$ cat src/rtl/assert_macros.svh
// Assertion macros shared by the hash table RTL.
`ifndef ASSERT_MACROS_SVH
`define ASSERT_MACROS_SVH

// Clocked assertion, switched off while reset is applied.
`define EMHT_ASSERT(label, prop, msg) \
  label: assert property (@(posedge clk_i) disable iff (!rst_ni) prop) \
    else $error(msg);

// The condition must never be seen at a clock edge outside reset.
`define EMHT_ASSERT_NEVER(label, cond, msg) \
  `EMHT_ASSERT(label, !(cond), msg)

`endif

$ cat src/rtl/emht_pkg.sv
// Types, constants and helper functions of the exact-match hash table.
package emht_pkg;

  localparam int KEY_W   = 64;
  localparam int DIN_W   = 32;
  localparam int DOUT_W  = 32;
  localparam int COUNT_W = 11;
  localparam int KB_W    = 4;
  localparam int SUM_W   = 11;

  localparam logic [KB_W-1:0] KEY_BYTES_RESET = 4'd8;

  localparam int BUCKETS_DEFAULT    = 256;
  localparam int WAYS_DEFAULT       = 4;
  localparam int DATA_WIDTH_DEFAULT = 32;
  localparam int QUEUE_DEPTH        = 2;

  // Fraction bits of the reciprocal used for the bucket modulo.
  localparam int HASH_SHIFT = 22;

  localparam logic [1:0] MODE_INSERT = 2'd0;
  localparam logic [1:0] MODE_DELETE = 2'd1;
  localparam logic [1:0] MODE_SEARCH = 2'd2;

  typedef enum logic [1:0] {
    STATUS_OK,
    STATUS_NOT_FOUND,
    STATUS_DUPLICATE,
    STATUS_FULL
  } status_e;

  typedef enum logic [1:0] {
    BK_CLEAR,
    BK_IDLE,
    BK_EXEC
  } back_state_e;

  typedef struct packed {
    logic [1:0]       mode;
    logic [KEY_W-1:0] key;
    logic [DIN_W-1:0] data_in;
  } req_t;

  typedef struct packed {
    status_e            status;
    logic [DOUT_W-1:0]  data_out;
    logic [COUNT_W-1:0] entry_count;
  } res_t;

  // A key length of zero acts as one byte, anything above eight as eight.
  function automatic logic [KB_W-1:0] eff_key_bytes(input logic [KB_W-1:0] kb);
    logic [KB_W-1:0] nb;
    nb = kb;
    if (kb == 4'd0) begin
      nb = 4'd1;
    end else if (kb > 4'd8) begin
      nb = 4'd8;
    end
    return nb;
  endfunction

endpackage

$ cat src/rtl/emht_front.sv
// Front end: accepts requests and works out the bucket over three stages.
`include "assert_macros.svh"

module emht_front #(
  parameter int BUCKETS = emht_pkg::BUCKETS_DEFAULT
) (
  input  logic                           clk_i,
  input  logic                           rst_ni,
  input  logic                           accept_i,
  input  emht_pkg::req_t                 req_i,
  input  logic [emht_pkg::KB_W-1:0]      key_bytes_i,
  input  logic                           full_i,
  output logic                           busy_o,
  output logic                           push_o,
  output emht_pkg::req_t                 req_o,
  output logic [$clog2(BUCKETS)-1:0]     bucket_o
);

  localparam int BW  = $clog2(BUCKETS);
  localparam int SW  = emht_pkg::SUM_W;
  localparam int MW  = emht_pkg::HASH_SHIFT;
  localparam int BCW = $clog2(BUCKETS + 1);
  localparam int PW  = SW + BCW;
  localparam logic [MW-1:0] RECIP = MW'((64'd1 << emht_pkg::HASH_SHIFT) / BUCKETS);

  logic                  v1_q, v2_q, v3_q;
  emht_pkg::req_t        req1_q, req2_q, req3_q;
  logic [SW-1:0]         sum1_q, sum2_q;
  logic [SW-1:0]         quot2_q;
  logic [BW-1:0]         bucket3_q;
  logic                  advance;
  logic [SW-1:0]         byte_sum;
  logic [emht_pkg::KB_W-1:0] nb;
  logic [SW+MW-1:0]      prod;
  logic [PW-1:0]         qb;
  logic [PW-1:0]         rem;

  // The whole pipeline moves unless the last stage is blocked by a full queue.
  assign advance = !v3_q || !full_i;
  assign busy_o  = !advance;
  assign push_o  = v3_q && !full_i;
  assign req_o   = req3_q;
  assign bucket_o = bucket3_q;

  always_comb begin
    nb       = emht_pkg::eff_key_bytes(key_bytes_i);
    byte_sum = '0;
    for (int i = 0; i < 8; i++) begin
      if (4'(i) < nb) begin
        byte_sum = byte_sum + SW'(req_i.key[8*i +: 8]);
      end
    end
  end

  // The reciprocal estimate is at most one below the true quotient.
  assign prod = (SW+MW)'(sum1_q) * (SW+MW)'(RECIP);

  always_comb begin
    qb  = PW'(quot2_q) * PW'(BUCKETS);
    rem = PW'(sum2_q) - qb;
    if (rem >= PW'(BUCKETS)) begin
      rem = rem - PW'(BUCKETS);
    end
  end

  always_ff @(posedge clk_i or negedge rst_ni) begin
    if (!rst_ni) begin
      v1_q <= 1'b0;
      v2_q <= 1'b0;
      v3_q <= 1'b0;
    end else if (advance) begin
      v1_q <= accept_i;
      v2_q <= v1_q;
      v3_q <= v2_q;
    end
  end

  always_ff @(posedge clk_i) begin
    if (advance) begin
      req1_q    <= req_i;
      sum1_q    <= byte_sum;
      req2_q    <= req1_q;
      sum2_q    <= sum1_q;
      quot2_q   <= prod[SW+MW-1:MW];
      req3_q    <= req2_q;
      bucket3_q <= rem[BW-1:0];
    end
  end

  `EMHT_ASSERT(a_front_holds_word, v3_q && full_i |=> v3_q,
               "front dropped a word while the queue was full")

endmodule

$ cat config.mk
export PLATFORM = sky130hd
export DESIGN_NAME = emht_front
export DESIGN_NICKNAME = d
export VERILOG_FILES = /design/src/rtl/emht_pkg.sv /design/src/rtl/emht_front.sv
export VERILOG_INCLUDE_DIRS = /design/src /design/src/rtl
export SDC_FILE = /design/constraint.sdc
export NUM_CORES = 1
export LEC_CHECK = 0
export ABC_AREA = 1
export BUFFER_PORTS_ARGS = -buffer_cell sky130_fd_sc_hd__buf_4
export CELL_PAD_IN_SITES_DETAIL_PLACEMENT = 0
export CELL_PAD_IN_SITES_GLOBAL_PLACEMENT = 1
export CORE_ASPECT_RATIO = 0.7
export CORE_MARGIN = 3
export CORE_UTILIZATION = 46
export DETAILED_ROUTE_END_ITERATION = 10
export PLACE_DENSITY = 0.9
export SLEW_MARGIN = 5
export SYNTH_ARGS = -nofsm -noshare
export SYNTH_HDL_FRONTEND = slang
export SYNTH_SLANG_ARGS = --single-unit
export TNS_END_PERCENT = 100
$ cat constraint.sdc
create_clock -name clk_i -period 13.7 [get_ports clk_i]
set_input_delay 2.74 -clock clk_i [delete_from_list [all_inputs] [get_ports clk_i]]
set_output_delay 2.74 -clock clk_i [all_outputs]
set_load 0.005 [all_outputs]
After elaboration in Yosys (flattened, before gate mapping)
Index checks and enable logic that the tools add are counted.
Widths: inputs -> output; s select.

storage, ports and cells
  register bits after elaboration = 330
  bits of input ports = 106
  output and inout bits = 108
  logic and storage cells = 52

operators by class
  add/subtract/negate cells = 9
  $lt $le $gt $ge = 10
  muxes and demuxes = 11
  reduce and logical (&&, ||, !) cells = 6

operators with widths
  cell                 number
  $add 11x8->11        7
  $mux 11              7
  $ge 20x9->1 const B  1
  $lt 3x4->1 const A   4
  $mux 8               2
  $sub 11x11->12       1
  $lt 1x4->1 const A   2
  $lt 2x4->1 const A   2
  $mux 4               2
  $sub 8x1->8 const B  1
  $gt 4x4->1 const B   1
  $logic_not 4->1      1
  $logic_not 1->1      3
  $logic_and 1x1->1    1
  $logic_or 1x1->1     1

Longest topological paths before layout
  depth after elaboration = 19
  gate-level depth with buffers = 53
  depth with buffers taken out = 53

Worst setup path before layout
Ideal clock, no wire load.

  path kind = in2out
  from = in full_i
  to = out busy_o
  arrival time = 10.049 ns
  required time = 10.960 ns
  slack = 0.911 ns
  cell stages on the path = 2
  path buffers = 0
  cells stage by stage = nand2_1 -> inv_1

between the ends
  cells in the longest elaborated chain, start to end = 3

RTL lines
  element             RTL line          source
  start: declaration  emht_front.sv:12  input logic full_i,
  $logic_not 1->1     emht_front.sv:39  assign advance = !v3_q || !full_i;
  $logic_or 1x1->1    emht_front.sv:39
  $logic_not 1->1     emht_front.sv:40  assign busy_o = !advance;
  end: declaration    emht_front.sv:13  output logic busy_o,

No other way between the ends.

Worst setup path after layout
  from = in key_bytes_i[3] in the netlist's numbering
  to = reg sum1_q[7], data pin

between the ends
  cells in the longest elaborated chain, start to end = 19
  elaborated cells between the ends (all ways) = 27
  those cells by class = add/sub: 7; order compare: 9; mux: 10; reduce/logical: 1

RTL lines
  element                 RTL line          source
  start: declaration      emht_front.sv:11  input logic [emht_pkg::KB_W-1:0] key_bytes_i,
  $gt 4x4->1              emht_pkg.sv:56    end else if (kb > 4'd8) begin
  $mux 4                  emht_pkg.sv:56
  $mux 4 (*)              emht_pkg.sv:54    if (kb == 4'd0) begin
  $lt 1x4->1              emht_front.sv:49  if (4'(i) < nb) begin
  $mux 8                  emht_front.sv:49
  $add 11x8->11           emht_front.sv:50  byte_sum = byte_sum + SW'(req_i.key[8*i +: 8]);
  $mux 11                 emht_front.sv:49
  $add 11x8->11           emht_front.sv:50
  (+4 left out)           -
  $mux 11                 emht_front.sv:49
  $add 11x8->11           emht_front.sv:50
  $mux 11                 emht_front.sv:49
  $add 11x8->11           emht_front.sv:50
  $mux 11                 emht_front.sv:49
  $add 11x8->11           emht_front.sv:50
  $mux 11 (*)             emht_front.sv:49
  via byte_sum[7]         emht_front.sv:32  logic [SW-1:0] byte_sum;
  end signal: assignment  emht_front.sv:81  sum1_q <= byte_sum;
  end: declaration        emht_front.sv:28  logic [SW-1:0] sum1_q, sum2_q;

The timed path passes the listed nets; every way through them passes the cells marked *.
A chain may end at the register's enable or synchronous reset.

==> flow_summary_export.csv <==
group,metric,value,unit
run_status,run_status,"finished clean",
setup_path,critical_path.max_stage_delay,0.49,ns
setup_path,crit_path_end_kind,"flop",
route,antenna_left,0,
cts,max-clock-path-buffers,3,
finish,most_used_cells_in_the_layout_excluding_fill_and_tap_cells,"318 x sky130_fd_sc_hd__edfxtp_1, 216 x sky130_fd_sc_hd__buf_4, 155 x sky130_fd_sc_hd__nand2_1",
setup_path,reg2regPathDepth,3,
grt,vias_in_the_first_global_route,6553,
finish,num-nets-final,1239,
cts,tritoncts,"built",
finish,area_growth_syn_to_fin,23.2,%
cts,clk_pin_slew,0.07,ns
setup_path,worst-r2r-setup-slack,10.28,ns
finish,diodes,0,
finish,layout-drive-gt1-share,25.8,%
setup_path,r2r-start,"v3_q$_DFFE_PN0N_",
setup_path,critical_path_class,"in2reg",
grt,grt_util_all_layers,16.0,%
sta,timing.fmax,0.103,GHz
yosys,flip_flop_and_latch_count_after_synthesis,321,
cts,cts_buffers,28,
placement,port_buffers,213,
sta,sum_neg_setup_slack,0,ns
cts,post_cts_repair_timing_setup_buffer_count,0,
yosys,synth.cell_area,12600,µm²
yosys,synth_edf_count,318,
floorplanning,row_count,49,
route,drt_pre_antenna_iters,4,
floorplanning,die_extent_in_y,144,µm
cts,post_cts_resize_count,0,
setup_path,worstReg2RegEnd,"sum1_q[0]$_DFFE_PN_",
setup_path,worst-endpoint-arrival,10.01,ns
floorplanning,initial_utilization,47.9,%
grt,grt_antenna_before_repair,0,
placement,post_dp_cell_area,14600,µm²
route,vias,6997,
grt,wire_length_of_the_first_global_routing_pass,36300,µm
finish,finalInstanceArea,15500,µm²
cts,numClockSinks,321,
sta,hold_viol_final,0,
route,detail_route.wl_per_cell,16.6,µm
sta,period_minus_slack,9.68,ns
cts,clock-root-buffer,"sky130_fd_sc_hd__clkbuf_16",
sta,setup-violations-final,0,
floorplanning,die_w,204,µm
sta,worst_slew_pin_slew,1.02,ns
floorplanning,floorplan.die_area,29400,µm²
yosys,async_flop_share,0.935,%
route,first_iter_violations,409,
setup_path,slowest_stage,"sky130_fd_sc_hd__fa_1",
yosys,yosys_warnings,0,
cts,count_of_hold_fix_buffers_inserted_at_cts,0,
grt,grt_max_degree,86,
placement,gp_congestion,0.897,
pwr,power_leakage,6.48,nW
grt,globalRoute.totalOverflow,0,
sta,relSlewSlack,32.2,%
yosys,syn_nets,1003,
setup_path,worst_path_most_repeated_cell,"sky130_fd_sc_hd__nand2_1",
sta,report.final.slew_viol_count,0,
setup_path,startpoint_type,"input pin",
finish,mostFrequentLayoutCell,"sky130_fd_sc_hd__edfxtp_1",
yosys,ys.flop_type,"sky130_fd_sc_hd__edfxtp_1",
setup_path,timing.critical_path.from,"key_bytes_i[3]",
cts,cts_htree_levels,1,
route,detail_route.vias_per_cell,4.81,
floorplanning,io_pins,214,
placement,place.detailed.hpwl,17600,µm
floorplanning,core_area,26300,µm²
hold_path,holdCritPathClass,"reg2reg",
yosys,synth_sequential_area_ratio,76.5,%
setup_path,cp_max_fo,14,
pwr,power.ir.vdd_worst,0.000125,V
finish,fill_cells,2068,
setup_path,crit_required,14.03,ns
route,drc_errors,0,
cts,clk_latency,0.57,ns
route,postRouteWirelength,24100,µm
pwr,power_density,195,nW/µm²
sta,skew,0.0172,ns
sta,min_period_over_period,70.7,%
sta,grt_setup_unrepaired,"false",
yosys,postSynthAreaPerCell,15.0,µm²
yosys,yosysUniqueCellTypes,34,
setup_path,endpoint,"sum1_q[7]$_DFFE_PN_",
job,drv_cap,0,
yosys,synth_cells,840,
## sequential cells by signal, summed over array words and instances (netlist names)
| signal | cells |
|---|---|
| req1_q | 98 |
| req2_q | 98 |
| req_o | 98 |
| bucket_o | 8 |
| sum1_q | 8 |
| sum2_q | 8 |
| v1_q | 1 |
| v2_q | 1 |
| v3_q | 1 |
## worst max-delay path, delay by kind of cell
kind                     cells  cell delay [ns]
buffers and inverters        6             0.51
AND/OR/NAND/NOR             18             2.10
adder cells (fa/ha/maj)      7             2.44
XOR/XNOR                     2             0.33
AO/OA/AOI/OAI               10             1.92
## metal layers
metal	up-vias	part of all wire, %	track usage [%]
li1	3496	-	-
met1	3288	47	23.9
met2	183	44	24.2
met3	30	7.0	4.05
met4	0	1.8	3.37
met5	-	0	0
## through the flow
stage	hold WS, ns	cells	power, W	util [%]	setup slack (ns)
floorplan	0.400	840	0.00204	-	0.911
global placement	0.400	1403	0.00226	55.6	3.71
detailed placement	0.405	1403	0.00229	55.6	3.43
CTS	0.416	1455	0.00305	58.9	4.04
global route	0.423	1455	0.00321	58.9	3.31
finish	0.412	1455	0.00302	58.9	4.02
## cell type report
class	instances	area, µm²	area share, %
Inverter	75	283	1.82
Tap cell	357	447	2.88
Clock buffer	37	734	4.74
Multi-Input combinational cell	434	2640	17.0
Sequential cell	321	9620	62.1
Clock inverter	15	151	0.977
Timing Repair Buffer	216	1620	10.5
## power by group
group | switching (W) | internal (W)
Sequential | 0.0000626 | 0.00141
Combinational | 0.000453 | 0.000343
Clock | 0.000336 | 0.000418
Total | 0.000851 | 0.00217
## logic make-up after synthesis
logic type / count (synthesis) / synth area share (%)
AOI/OAI and AO/OA: 74 / 3.46
xor gates and xnor gates: 19 / 1.32
adders and majority gates: 57 / 6.02
buffers and inverters: 85 / 2.62
DFF: 321 / 76.5
and+or+nand+nor: 284 / 10.1
## synthesized netlist by cell type, types with 3 or more instances
master                       n  share of area, %
sky130_fd_sc_hd__a21o_1      4              0.24
sky130_fd_sc_hd__a21oi_1    31               1.2
sky130_fd_sc_hd__a31oi_1     9              0.45
sky130_fd_sc_hd__and2_1     11              0.55
sky130_fd_sc_hd__clkbuf_1    7              0.21
sky130_fd_sc_hd__dfrtp_1     3              0.60
sky130_fd_sc_hd__edfxtp_1  318                76
sky130_fd_sc_hd__fa_1        6              0.95
sky130_fd_sc_hd__ha_1       51               5.1
sky130_fd_sc_hd__inv_1      71               2.1
sky130_fd_sc_hd__inv_2       3             0.089
sky130_fd_sc_hd__nand2_1   156               4.7
sky130_fd_sc_hd__nand2_2     5              0.25
sky130_fd_sc_hd__nand3_1    65               2.6
sky130_fd_sc_hd__nand4_1    14              0.70
sky130_fd_sc_hd__nor2_1     18              0.54
sky130_fd_sc_hd__o21ai_0    17              0.68
sky130_fd_sc_hd__o21ai_2     7              0.49
sky130_fd_sc_hd__or2_2       9              0.45
sky130_fd_sc_hd__xnor2_1     9              0.63
sky130_fd_sc_hd__xor2_1     10              0.70
## how the worst min path moves through the flow
stage | start | to | slack, ns | depth (start not counted)
after floorplan | sum2_q[0]$_DFFE_PN_ | bucket_o[0]$_DFFE_PN_ | 0.40 | 0
after global placement | req1_q[41]$_DFFE_PN_ | req2_q[41]$_DFFE_PN_ | 0.40 | 0
after detailed placement | req1_q[31]$_DFFE_PN_ | req2_q[31]$_DFFE_PN_ | 0.40 | 0
after CTS | req1_q[65]$_DFFE_PN_ | req2_q[65]$_DFFE_PN_ | 0.42 | 0
after global routing | req2_q[9]$_DFFE_PN_ | req_o[9]$_DFFE_PN_ | 0.42 | 0
final | req1_q[31]$_DFFE_PN_ | req2_q[31]$_DFFE_PN_ | 0.41 | 0
Note: power is estimated with default switching activity, not from simulation.
