===== src/rtl/assert_macros.svh =====
// Assertion macros shared by the hash table RTL.
`ifndef ASSERT_MACROS_SVH
`define ASSERT_MACROS_SVH

// Clocked assertion, switched off while reset is applied.
`define EMHT_ASSERT(label, prop, msg) \
  label: assert property (@(posedge clk_i) disable iff (!rst_ni) prop) \
    else $error(msg);

// The condition must never be seen at a clock edge outside reset.
`define EMHT_ASSERT_NEVER(label, cond, msg) \
  `EMHT_ASSERT(label, !(cond), msg)

`endif


===== src/rtl/emht_pkg.sv =====
// Types, constants and helper functions of the exact-match hash table.
package emht_pkg;

  localparam int KEY_W   = 64;
  localparam int DIN_W   = 32;
  localparam int DOUT_W  = 32;
  localparam int COUNT_W = 11;
  localparam int KB_W    = 4;
  localparam int SUM_W   = 11;

  localparam logic [KB_W-1:0] KEY_BYTES_RESET = 4'd8;

  localparam int BUCKETS_DEFAULT    = 256;
  localparam int WAYS_DEFAULT       = 4;
  localparam int DATA_WIDTH_DEFAULT = 32;
  localparam int QUEUE_DEPTH        = 2;

  // Fraction bits of the reciprocal used for the bucket modulo.
  localparam int HASH_SHIFT = 22;

  localparam logic [1:0] MODE_INSERT = 2'd0;
  localparam logic [1:0] MODE_DELETE = 2'd1;
  localparam logic [1:0] MODE_SEARCH = 2'd2;

  typedef enum logic [1:0] {
    STATUS_OK,
    STATUS_NOT_FOUND,
    STATUS_DUPLICATE,
    STATUS_FULL
  } status_e;

  typedef enum logic [1:0] {
    BK_CLEAR,
    BK_IDLE,
    BK_EXEC
  } back_state_e;

  typedef struct packed {
    logic [1:0]       mode;
    logic [KEY_W-1:0] key;
    logic [DIN_W-1:0] data_in;
  } req_t;

  typedef struct packed {
    status_e            status;
    logic [DOUT_W-1:0]  data_out;
    logic [COUNT_W-1:0] entry_count;
  } res_t;

  // A key length of zero acts as one byte, anything above eight as eight.
  function automatic logic [KB_W-1:0] eff_key_bytes(input logic [KB_W-1:0] kb);
    logic [KB_W-1:0] nb;
    nb = kb;
    if (kb == 4'd0) begin
      nb = 4'd1;
    end else if (kb > 4'd8) begin
      nb = 4'd8;
    end
    return nb;
  endfunction

endpackage


===== src/rtl/emht_fifo.sv =====
// Short queue between the front end and the table engine.
`include "assert_macros.svh"

module emht_fifo #(
  parameter int WIDTH = 1,
  parameter int DEPTH = emht_pkg::QUEUE_DEPTH
) (
  input  logic             clk_i,
  input  logic             rst_ni,
  input  logic             push_i,
  input  logic [WIDTH-1:0] wdata_i,
  output logic             full_o,
  input  logic             pop_i,
  output logic [WIDTH-1:0] rdata_o,
  output logic             empty_o
);

  localparam int AW = $clog2(DEPTH);
  localparam int CW = $clog2(DEPTH + 1);

  logic [WIDTH-1:0] slot_q [DEPTH];
  logic [AW-1:0]    wr_ptr_q, wr_ptr_d;
  logic [AW-1:0]    rd_ptr_q, rd_ptr_d;
  logic [CW-1:0]    count_q, count_d;

  assign full_o  = (count_q == CW'(DEPTH));
  assign empty_o = (count_q == '0);
  assign rdata_o = slot_q[rd_ptr_q];

  always_comb begin
    wr_ptr_d = wr_ptr_q;
    rd_ptr_d = rd_ptr_q;
    count_d  = count_q;
    if (push_i) begin
      wr_ptr_d = (wr_ptr_q == AW'(DEPTH - 1)) ? '0 : wr_ptr_q + AW'(1);
    end
    if (pop_i) begin
      rd_ptr_d = (rd_ptr_q == AW'(DEPTH - 1)) ? '0 : rd_ptr_q + AW'(1);
    end
    case ({push_i, pop_i})
      2'b10:   count_d = count_q + CW'(1);
      2'b01:   count_d = count_q - CW'(1);
      default: count_d = count_q;
    endcase
  end

  always_ff @(posedge clk_i or negedge rst_ni) begin
    if (!rst_ni) begin
      wr_ptr_q <= '0;
      rd_ptr_q <= '0;
      count_q  <= '0;
    end else begin
      wr_ptr_q <= wr_ptr_d;
      rd_ptr_q <= rd_ptr_d;
      count_q  <= count_d;
    end
  end

  always_ff @(posedge clk_i) begin
    if (push_i) begin
      slot_q[wr_ptr_q] <= wdata_i;
    end
  end

  `EMHT_ASSERT_NEVER(a_fifo_overflow, push_i && full_o, "word pushed into a full queue")
  `EMHT_ASSERT_NEVER(a_fifo_underflow, pop_i && empty_o, "word popped from an empty queue")

endmodule


===== config.mk =====
export PLATFORM = sky130hd
export DESIGN_NAME = emht_fifo
export DESIGN_NICKNAME = d
export VERILOG_FILES = /design/src/rtl/emht_pkg.sv /design/src/rtl/emht_fifo.sv
export VERILOG_INCLUDE_DIRS = /design/src /design/src/rtl
export SDC_FILE = /design/constraint.sdc
export NUM_CORES = 1
export LEC_CHECK = 0
export BUFFER_PORTS_ARGS = -buffer_cell sky130_fd_sc_hd__buf_2
export CAP_MARGIN = 10
export CORE_AREA = 2 2 39 41
export DETAILED_ROUTE_END_ITERATION = 6
export DIE_AREA = 0 0 41 43
export MAX_ROUTING_LAYER = met4
export SYNTH_ARGS = -nofsm -noshare
export SYNTH_HDL_FRONTEND = slang
export SYNTH_SLANG_ARGS = --single-unit

===== constraint.sdc =====
create_clock -name clk_i -period 1.8 [get_ports clk_i]
set_input_delay 0.09 -clock clk_i [delete_from_list [all_inputs] [get_ports clk_i]]
set_output_delay 0.09 -clock clk_i [all_outputs]
set_load 0.05 [all_outputs]

[Word-level counts from Yosys, hierarchy flattened]
Memory sizes are Yosys's and may differ from the RTL's.
Cells that the tools add are included.
W data, S select, Z words.
Storage, ports and cells
  bits in read-only memories: 0
  register bits: 4
  output and inout port bits: 3
  latch bits: 0
  memories kept: 1
  bits of input ports: 5
  RAM bits: 2
Operators by class
  equality and inequality tests: 3
  divide/modulo/power cells: 0
  muxes and demuxes: 5
  multiply operators: 0
  shifts and indexed selects: 0
  reduce and logical (&&, ||, !) cells: 2
  bitwise gates (word level): 0
  add/sub/neg operators: 4
  order comparisons: 0
Memories
  slot_q: depth 2, width 1, rd ports 1, clocked after Yosys merged registers in 0, write ports 1, line emht_fifo.sv:21  | logic [WIDTH-1:0] slot_q [DEPTH];
Operator list (count)
  $eq A2 B2 Y1 const B: 2
  $mux W1: 4
  $pmux W2 S2: 1
  $add A1 B1 Y1 const B: 2
  $add A2 B1 Y2 const B: 1
  $eq A2 B1 Y1 const B: 1
  $logic_not A2 Y1: 1
  $reduce_bool A2 Y1: 1
  $sub A2 B1 Y2 const B: 1

[Depth between registers and ports, before layout]
Gate-level depths: netlist of the first run.
  depth in word-level cells: 2
  gate-level depth with buffers: 5
  depth with buffers taken out: 5

[Worst setup path before layout of the first run]
No wires, ideal clock.
  path kind: reg2out
  from: reg count_q[0]
  to: out empty_o
  buffers on the path: 0
  data required time: 1710 ps
  path slack: 640 ps
  arrival: 1070 ps
  stages on the path, launching flop included: 2
  cell sequence: dfrtp_1 -> nor2_1
Between the ends
  cells in the longest elaborated chain, start to end: 1
Ends and longest elaborated chain
  start: declaration: line emht_fifo.sv:24  | logic [CW-1:0] count_q, count_d;
  start signal: assignment: line emht_fifo.sv:55  | count_q <= count_d;
  $logic_not A2 Y1: line emht_fifo.sv:27  | assign empty_o = (count_q == '0);
  end: declaration: line emht_fifo.sv:15  | output logic empty_o
Every way passes these cells.

[Worst setup path in the final report of the first run]
  from: reg rd_ptr_q
  to: out rdata_o
Between the ends
  cells in the longest elaborated chain, start to end: 1
Ends and longest elaborated chain
  start: declaration: line emht_fifo.sv:23  | logic [AW-1:0] rd_ptr_q, rd_ptr_d;
  start signal: assignment: line emht_fifo.sv:54  | rd_ptr_q <= rd_ptr_d;
  $mem_v2 Z2 W1
  end: declaration: line emht_fifo.sv:14  | output logic [WIDTH-1:0] rdata_o,
Every way passes these cells.

==> summary.md, run 1 <==
| Metric | Value |
|---|---|
| Critical Path Start Type | `register` |
| Crit path max-delay family | `flip-flops` |
| FF-to-FF End | `count_q[1]$_DFFE_PN0P_` |
| Skew final | `0.00305 ns` |
| Final #Nets | `38` |
| Diode count | `0` |
| Clock buffer depth | `2` |
| Gr usage total | `between 5 and 6%` |
| Clock transition at path regs | `approximately 0.05 ns` |
| Synth Cell Area | `between 200 and 300 um^2` |
| Synth unique cells | `10` |
| CP Cell Sequence | `mux2_2, buf_2` |
| MaxCap Viol Count | `0` |
| Core Box Area | `around 1400 um^2` |
| Setup-failing EPs final | `0` |
| Site Rows | `14` |
| DR vias | `about 170` |
| RR Startpoint | `count_q[0]$_DFFE_PN0P_` |
| Worst path arrival time | `1.14 ns` |
| Initial antenna violation count | `0` |
| Post-route insts no fill | `47` |
| Vias per inst | `between 3 and 4` |
| Outcome | `complete, no violations` |
| Routed WL | `around 440 um` |
| Routed len/inst | `just over 9 um` |
| RSZ-0062 raised after global routing | `false` |
| Antenna viol nets, final | `0` |
| CP Capture Type | `output pin` |
| Final Cycle Share | `between 60% and 70%` |
| GP Congestion | `roughly 0.56` |
| Synth warn | `0` |
| Area post-placement | `roughly 310 um^2` |
| Crit Path Class | `register to output pin` |
| R2R Setup Slk | `0.91 ns` |
| Detailed Place HPWL | `about 330 um` |
| CTS root buf | `clkbuf_4` |
| Dpl cells | `between 40 and 50` |
| Slew @ Worst Pin | `roughly 0.25 ns` |
| Port Buffer Count | `7` |
| HP Start | `wdata_i` |
| # DRC | `0` |
| Die Y | `roughly 43 um` |
| Fmax | `810 MHz` |
| Worst Hold Depth | `1` |
| VDD IR-drop max | `0.315 mV` |
| Avg Inst Size Synth | `13.6 um^2` |
| Final Hold Vio Count | `0` |
| #FFs+latches synth | `6` |
| Static Leakage | `0.162 nW` |
| Stages on the worst setup path | `2` |
| Post-synthesis sequential area ratio | `slightly above 60%` |
| Initial DRC Count | `0` |
| Largest net degree at the start of global routing | `5` |
| H-tree Lvls | `1` |
| Required time of the critical path | `1.71 ns` |
| Max-slew headroom | `83.3%` |
| Setup TNS | `0 ns` |
| Fillcell total | `roughly 160` |
| Post-synth top area share | `between 30% and 40%` |
| Power Density | `1810 nW/um^2` |
| Tmin final | `about 1.2 ns` |
| Critical path peak fanout | `2` |
| Top cells by area, synth | `dfrtp_1 (39%), edfxtp_1 (23%), xor2_1 (10%), xnor2_1 (6.8%), ha_1 (4.9%)` |
| Slowest cell delay on critical path | `approximately 0.36 ns` |
| Hold WS | `around 0.042 ns` |
| Top Ports | `8` |
| Full die area | `1760 um^2` |
| PostCTS Resize Cnt | `0` |
| Share of cells above drive strength 1 | `approximately two fifths` |
| Crit-path slowest cell | `dfrtp_1` |
| Min-Delay Endpoint | `slot_q[0]$_DFFE_PP_` |
| TritonCTS clock tree | `built` |
| Post-Synthesis Cells | `19` |
| CTS Sinks | `6` |
| Worst R2R Path Depth | `3` |
| Initial Utilization | `roughly a fifth` |
| Area Growth Syn to Fin | `35.4%` |
| Total gr overflow | `0` |
| Yosys top cell by area | `dfrtp_1` |
| Drt pass-1 iters | `1` |
| Clk_lat worst skew | `0.24 ns` |
| First-pass GRT wire length | `634 um` |
| Design Area, Final | `349 um^2` |
| Slew Viols, Final | `0` |
| Die W | `between 40 and 50 um` |
| Inserted Clock Buffers | `3` |
| Vias in the first global route | `between 150 and 200` |
| Hold Crit Class | `input port to register` |
| Syn nets | `25` |
| Worst Path Buf+Inv | `1` |
## state kept, by name, summed over array words and instances (netlist names)
signal / cells
wr_ptr_q: 1
rd_ptr_q: 1
count_q: 2
slot_q: 2
## cells in the mapped netlist
cell type  instances
and2_1             1
edfxtp_1           2
xor2_1             3
mux2_2             1
dfrtp_1            4
inv_1              1
and2b_2            1
ha_1               1
xnor2_1            2
nor2_1             3
## report_power, final
part | internal (mW) | total, mW | leakage (nW) | switching, mW
registers | 0.200 | 0.246 | 0.0654 | 0.0461
clock network | 0.0839 | 0.132 | 0.0150 | 0.0482
logic | 0.0898 | 0.256 | 0.0813 | 0.166
total | 0.373 | 0.634 | 0.162 | 0.260
## worst register-to-register path: stages (launching register included)
cell	delay, ns
dfrtp_1	0.41
xnor2_1	0.14
nor2_1	0.12
xor2_1	0.15
## area by class of cell
cell class                 instances  area, um^2  share of cell area [%]
clock buffer                       4        26.3                    7.53
inverter                           1        3.75                    1.08
multi-input combinational         12        93.8                    26.9
sequential                         6         160                    45.9
tap                               16        20.0                    5.73
timing repair buffer               8        45.0                    12.9
## metal layers
metal  track usage, %  part of all wire (%)  wire (um)  vias up
met2             7.81                    53        230        4
li1                 -                     -          -       85
met5                -                     0          0        -
met4             10.0                     0          0        0
met3            0.524                   6.4         28        0
met1             5.52                    41        177       77
## cells in the final DEF, fill, tap and decap left out
cell type and n:
xnor2_1 2, buf_2 7, nor2_1 3, and2_1 1
mux2_2 1, inv_1 1, dlygate4sd3_1 1, clkbuf_4 3
xor2_1 3, ha_1 1, and2b_2 1, edfxtp_1 2
dfrtp_1 4, clkbuf_1 1
## timing repair
item,4_1_cts,5_1_grt
hold buffers,1,0
buffers inserted,0,0
hold endpoints to repair,4,0
## worst max-delay path by stage
stage	start	endpoint
after floorplan	count_q[0]$_DFFE_PN0P_	empty_o
after global placement	rd_ptr_q$_DFFE_PN0P_	rdata_o
after detailed placement	rd_ptr_q$_DFFE_PN0P_	rdata_o
after CTS	rd_ptr_q$_DFFE_PN0P_	rdata_o
after global routing	rd_ptr_q$_DFFE_PN0P_	rdata_o
final	rd_ptr_q$_DFFE_PN0P_	rdata_o
## stage by stage
step / total power [mW] / setup WS [ns] / utilization (%)
6_report: 0.634 / 0.565 / 25.2
5_1_grt: 0.673 / 0.523 / 25.2
4_1_cts: 0.646 / 0.547 / 25.2
3_5_place_dp: 0.503 / 0.818 / 22.6
3_3_place_gp: 0.497 / 0.833 / 22.6
2_1_floorplan: 0.449 / 0.640 / -
## kinds of logic (layout without fill, tap and decap cells)
group                    after synthesis  in the layout  share of synthesized area [%]
adder cells (fa/ha/maj)                1              1                           4.85
flip-flops                             6              6                           62.1
buffers and inverters                  1             13                           1.45
XOR/XNOR                               5              5                           17.0
AND/OR/NAND/NOR                        5              5                           10.2
multiplexers                           1              1                           4.37
Power figures use the tool's default switching activity.
==> run 2: changes to the inputs <==
- ABC_AREA: not set -> 1
- clock period: 1.8 -> 1.05 ns (I/O delays scaled with it)
==> summary.md, run 2 <==
| Metric | Value |
|---|---|
| Largest regs | `count_q x2, slot_q x2` |
| Static Leakage | `between 0.2 and 0.25 nW` |
| Site Rows | `14` |
| GP Congestion | `~0.67` |
| Antenna viol nets, final | `0` |
| Critical Path Start Type | `register` |
| TritonCTS clock tree | `built` |
| Hold Crit Class | `input port to register` |
| Avg Inst Size Synth | `9.49 um^2` |
| Post-synth EDFFs | `2` |
| Crit-path slowest cell | `dfrtp_1` |
| VDD IR-drop max | `~0.87 mV` |
| Critical path peak fanout | `3` |
| Drt pass-1 iters | `1` |
| Die Y | `between 40 and 50 um` |
| Post-synthesis sequential area ratio | `58.2%` |
| Worst R2R Path Depth | `5` |
| Fillcell total | `between 150 and 200` |
| Routed WL | `around 450 um` |
| Prevailing post-synth register cell | `dfrtp_1` |
| Port Buffer Count | `7` |
| CP Capture Type | `output pin` |
| Tmin final | `between 1 and 1.5 ns` |
| Post-Synthesis Cells | `29` |
| #FFs+latches synth | `6` |
| CTS Sinks | `6` |
| MaxCap Viol Count | `0` |
| Required time of the critical path | `1.00 ns` |
| Top cells by area, synth | `dfrtp_1 (36%), edfxtp_1 (22%), inv_1 (9.5%), nand2_1 (8.2%), xor2_1 (6.4%)` |
| Syn nets | `35` |
| Skew final | `between 0.00007 and 0.00008 ns` |
| DP Worst Slack | `0.158 ns` |
| Synth unique cells | `11` |
| Final #Nets | `51` |
| Slew Viols, Final | `0` |
| Vias in the first global route | `around 200` |
| Final Hold Vio Count | `0` |
| Final Cycle Share | `96.7%` |
| Post-synth top area share | `36.4%` |
| Fmax | `around 980 MHz` |
| Full die area | `1760 um^2` |
| Synth warn | `0` |
| Top Ports | `8` |
| Power Density | `slightly above 3000 nW/um^2` |
| Area Growth Syn to Fin | `54.5%` |
| Detailed Place HPWL | `between 300 and 400 um` |
| Yosys top cell by area | `dfrtp_1` |
| Slowest cell delay on critical path | `slightly below 0.4 ns` |
| Inserted Clock Buffers | `3` |
| Largest net degree at the start of global routing | `6` |
| Outcome | `complete, no violations` |
| Post-route insts no fill | `60` |
| Final setup margin | `~0.034 ns` |
| Worst path arrival time | `0.96 ns` |
| CP Cell Sequence | `inv_2, nor2_4, buf_6` |
| Max-slew headroom | `between 90% and 100%` |
| Vias per inst | `about 3.7` |
| Setup-failing EPs final | `0` |
| Worst Hold Depth | `2` |
| Initial DRC Count | `0` |
| First-pass GRT wire length | `724 um` |
| Total gr overflow | `0` |
| Fraction of registers with async set/reset | `66.7%` |
| Diode count | `0` |
| Crit Path Class | `register to output pin` |
| Share of cells above drive strength 1 | `between 30% and 40%` |
| H-tree Lvls | `1` |
| Clock transition at path regs | `0.05 ns` |
| CTS root buf | `clkbuf_4` |
| Commonest cells post-synth | `inv_1 (7), nand2_1 (6), dfrtp_1 (4)` |
| Clk_lat worst skew | `between 0.2 and 0.3 ns` |
| Dpl cells | `52` |
| DR vias | `roughly 220` |
| Most frequent cells in the layout | `inv_1 (6), nand2_1 (6), buf_2 (4)` |
| Die W | `~40 um` |
| RSZ-0062 raised after global routing | `true` |
| Clock buffer depth | `2` |
| Initial Utilization | `~20%` |
| Synth Cell Area | `275 um^2` |
| Slew @ Worst Pin | `roughly 0.14 ns` |
| Gr usage total | `7.06%` |
| Top-count cell post-synth | `inv_1` |
| Final Power | `about 1.3 mW` |
| Routed len/inst | `~7.6 um` |
| Initial antenna violation count | `0` |
| # DRC | `0` |
| Core Box Area | `1380 um^2` |
run 2: cell count changes after synthesis, sizes merged:
cell and change:
and2 -1, nand4 +1, nand3 +1, o21ai +1
xor2 -1, inv +6, mux2 -1, and2b -1
nand2 +6, xnor2 -1
run 2: cells by family (layout without fill, tap and decap cells):
| logic type | Yosys count | count (layout) | synth area share (%) |
|---|---|---|---|
| adders and majority gates | 1 | 1 | 4.54 |
| xor gates and xnor gates | 3 | 3 | 9.55 |
| buffers and inverters | 7 | 22 | 9.55 |
| AOI/OAI and AO/OA | 1 | 1 | 1.82 |
| DFF | 6 | 6 | 58.2 |
| and+or+nand+nor | 11 | 11 | 16.4 |
run 2: worst max-delay path, delay by kind of cell (launching register included):
family        cells  cell delay, ns
flops             1            0.39
buf+inv           2            0.23
simple gates      1            0.10
run 2: what timing repair did:
action | CTS | global route
gates resized for setup | 5 | 6
cloned | 0 | 0
setup endpoints to repair | 3 | 3
hold buffers | 2 | 0
buffers inserted | 0 | 2
endpoints found under the hold margin | 6 | 0
pin swaps | 1 | 2
run 2: power by group:
group	internal, mW	switching, mW
registers	0.345	0.100
clock network	0.144	0.0874
logic	0.268	0.368
total	0.757	0.555
run 2: worst paths after layout:
kind,startpoint,endpoint,slack (ns)
min reg2reg,wr_ptr_q$_DFFE_PN0P_,wr_ptr_q$_DFFE_PN0P_,0.49
max in group asynchronous,rst_ni,count_q[0]$_DFFE_PN0P_,0.77
max reg2reg,count_q[0]$_DFFE_PN0P_,count_q[1]$_DFFE_PN0P_,0.11
max,count_q[1]$_DFFE_PN0P_,full_o,0.03
min in group asynchronous,rst_ni,wr_ptr_q$_DFFE_PN0P_,0.14
min,push_i,wr_ptr_q$_DFFE_PN0P_,0.01
run 2: metal layers:
layer	vias up	track usage [%]	part of all wire [%]
met5	-	-	0
met1	93	8.94	45
met3	2	3.14	6.6
met2	7	7.19	44
met4	0	8.00	4.4
li1	119	-	-
run 2: through the flow:
step | hold WS [ns] | util [%] | setup TNS, ns | instance area, um^2
6_report | 0.0131 | 30.7 | 0 | 425
5_1_grt | 0.00701 | 30.7 | -0.0145 | 425
4_1_cts | 0.00339 | 28.6 | -0.00992 | 395
3_5_place_dp | -0.137 | 24.1 | 0 | 334
3_3_place_gp | -0.136 | 24.1 | 0 | 334
2_1_floorplan | -0.243 | - | -0.156 | 279
run 2: layout make-up:
class | instances | area (um^2) | area share, %
inverters | 7 | 26.3 | 6.18
clock buffers | 4 | 26.3 | 6.18
flip-flops and latches | 6 | 161 | 37.9
repair buffers | 11 | 88.8 | 20.9
well taps | 16 | 20.0 | 4.71
multi-input cells | 16 | 103 | 24.1
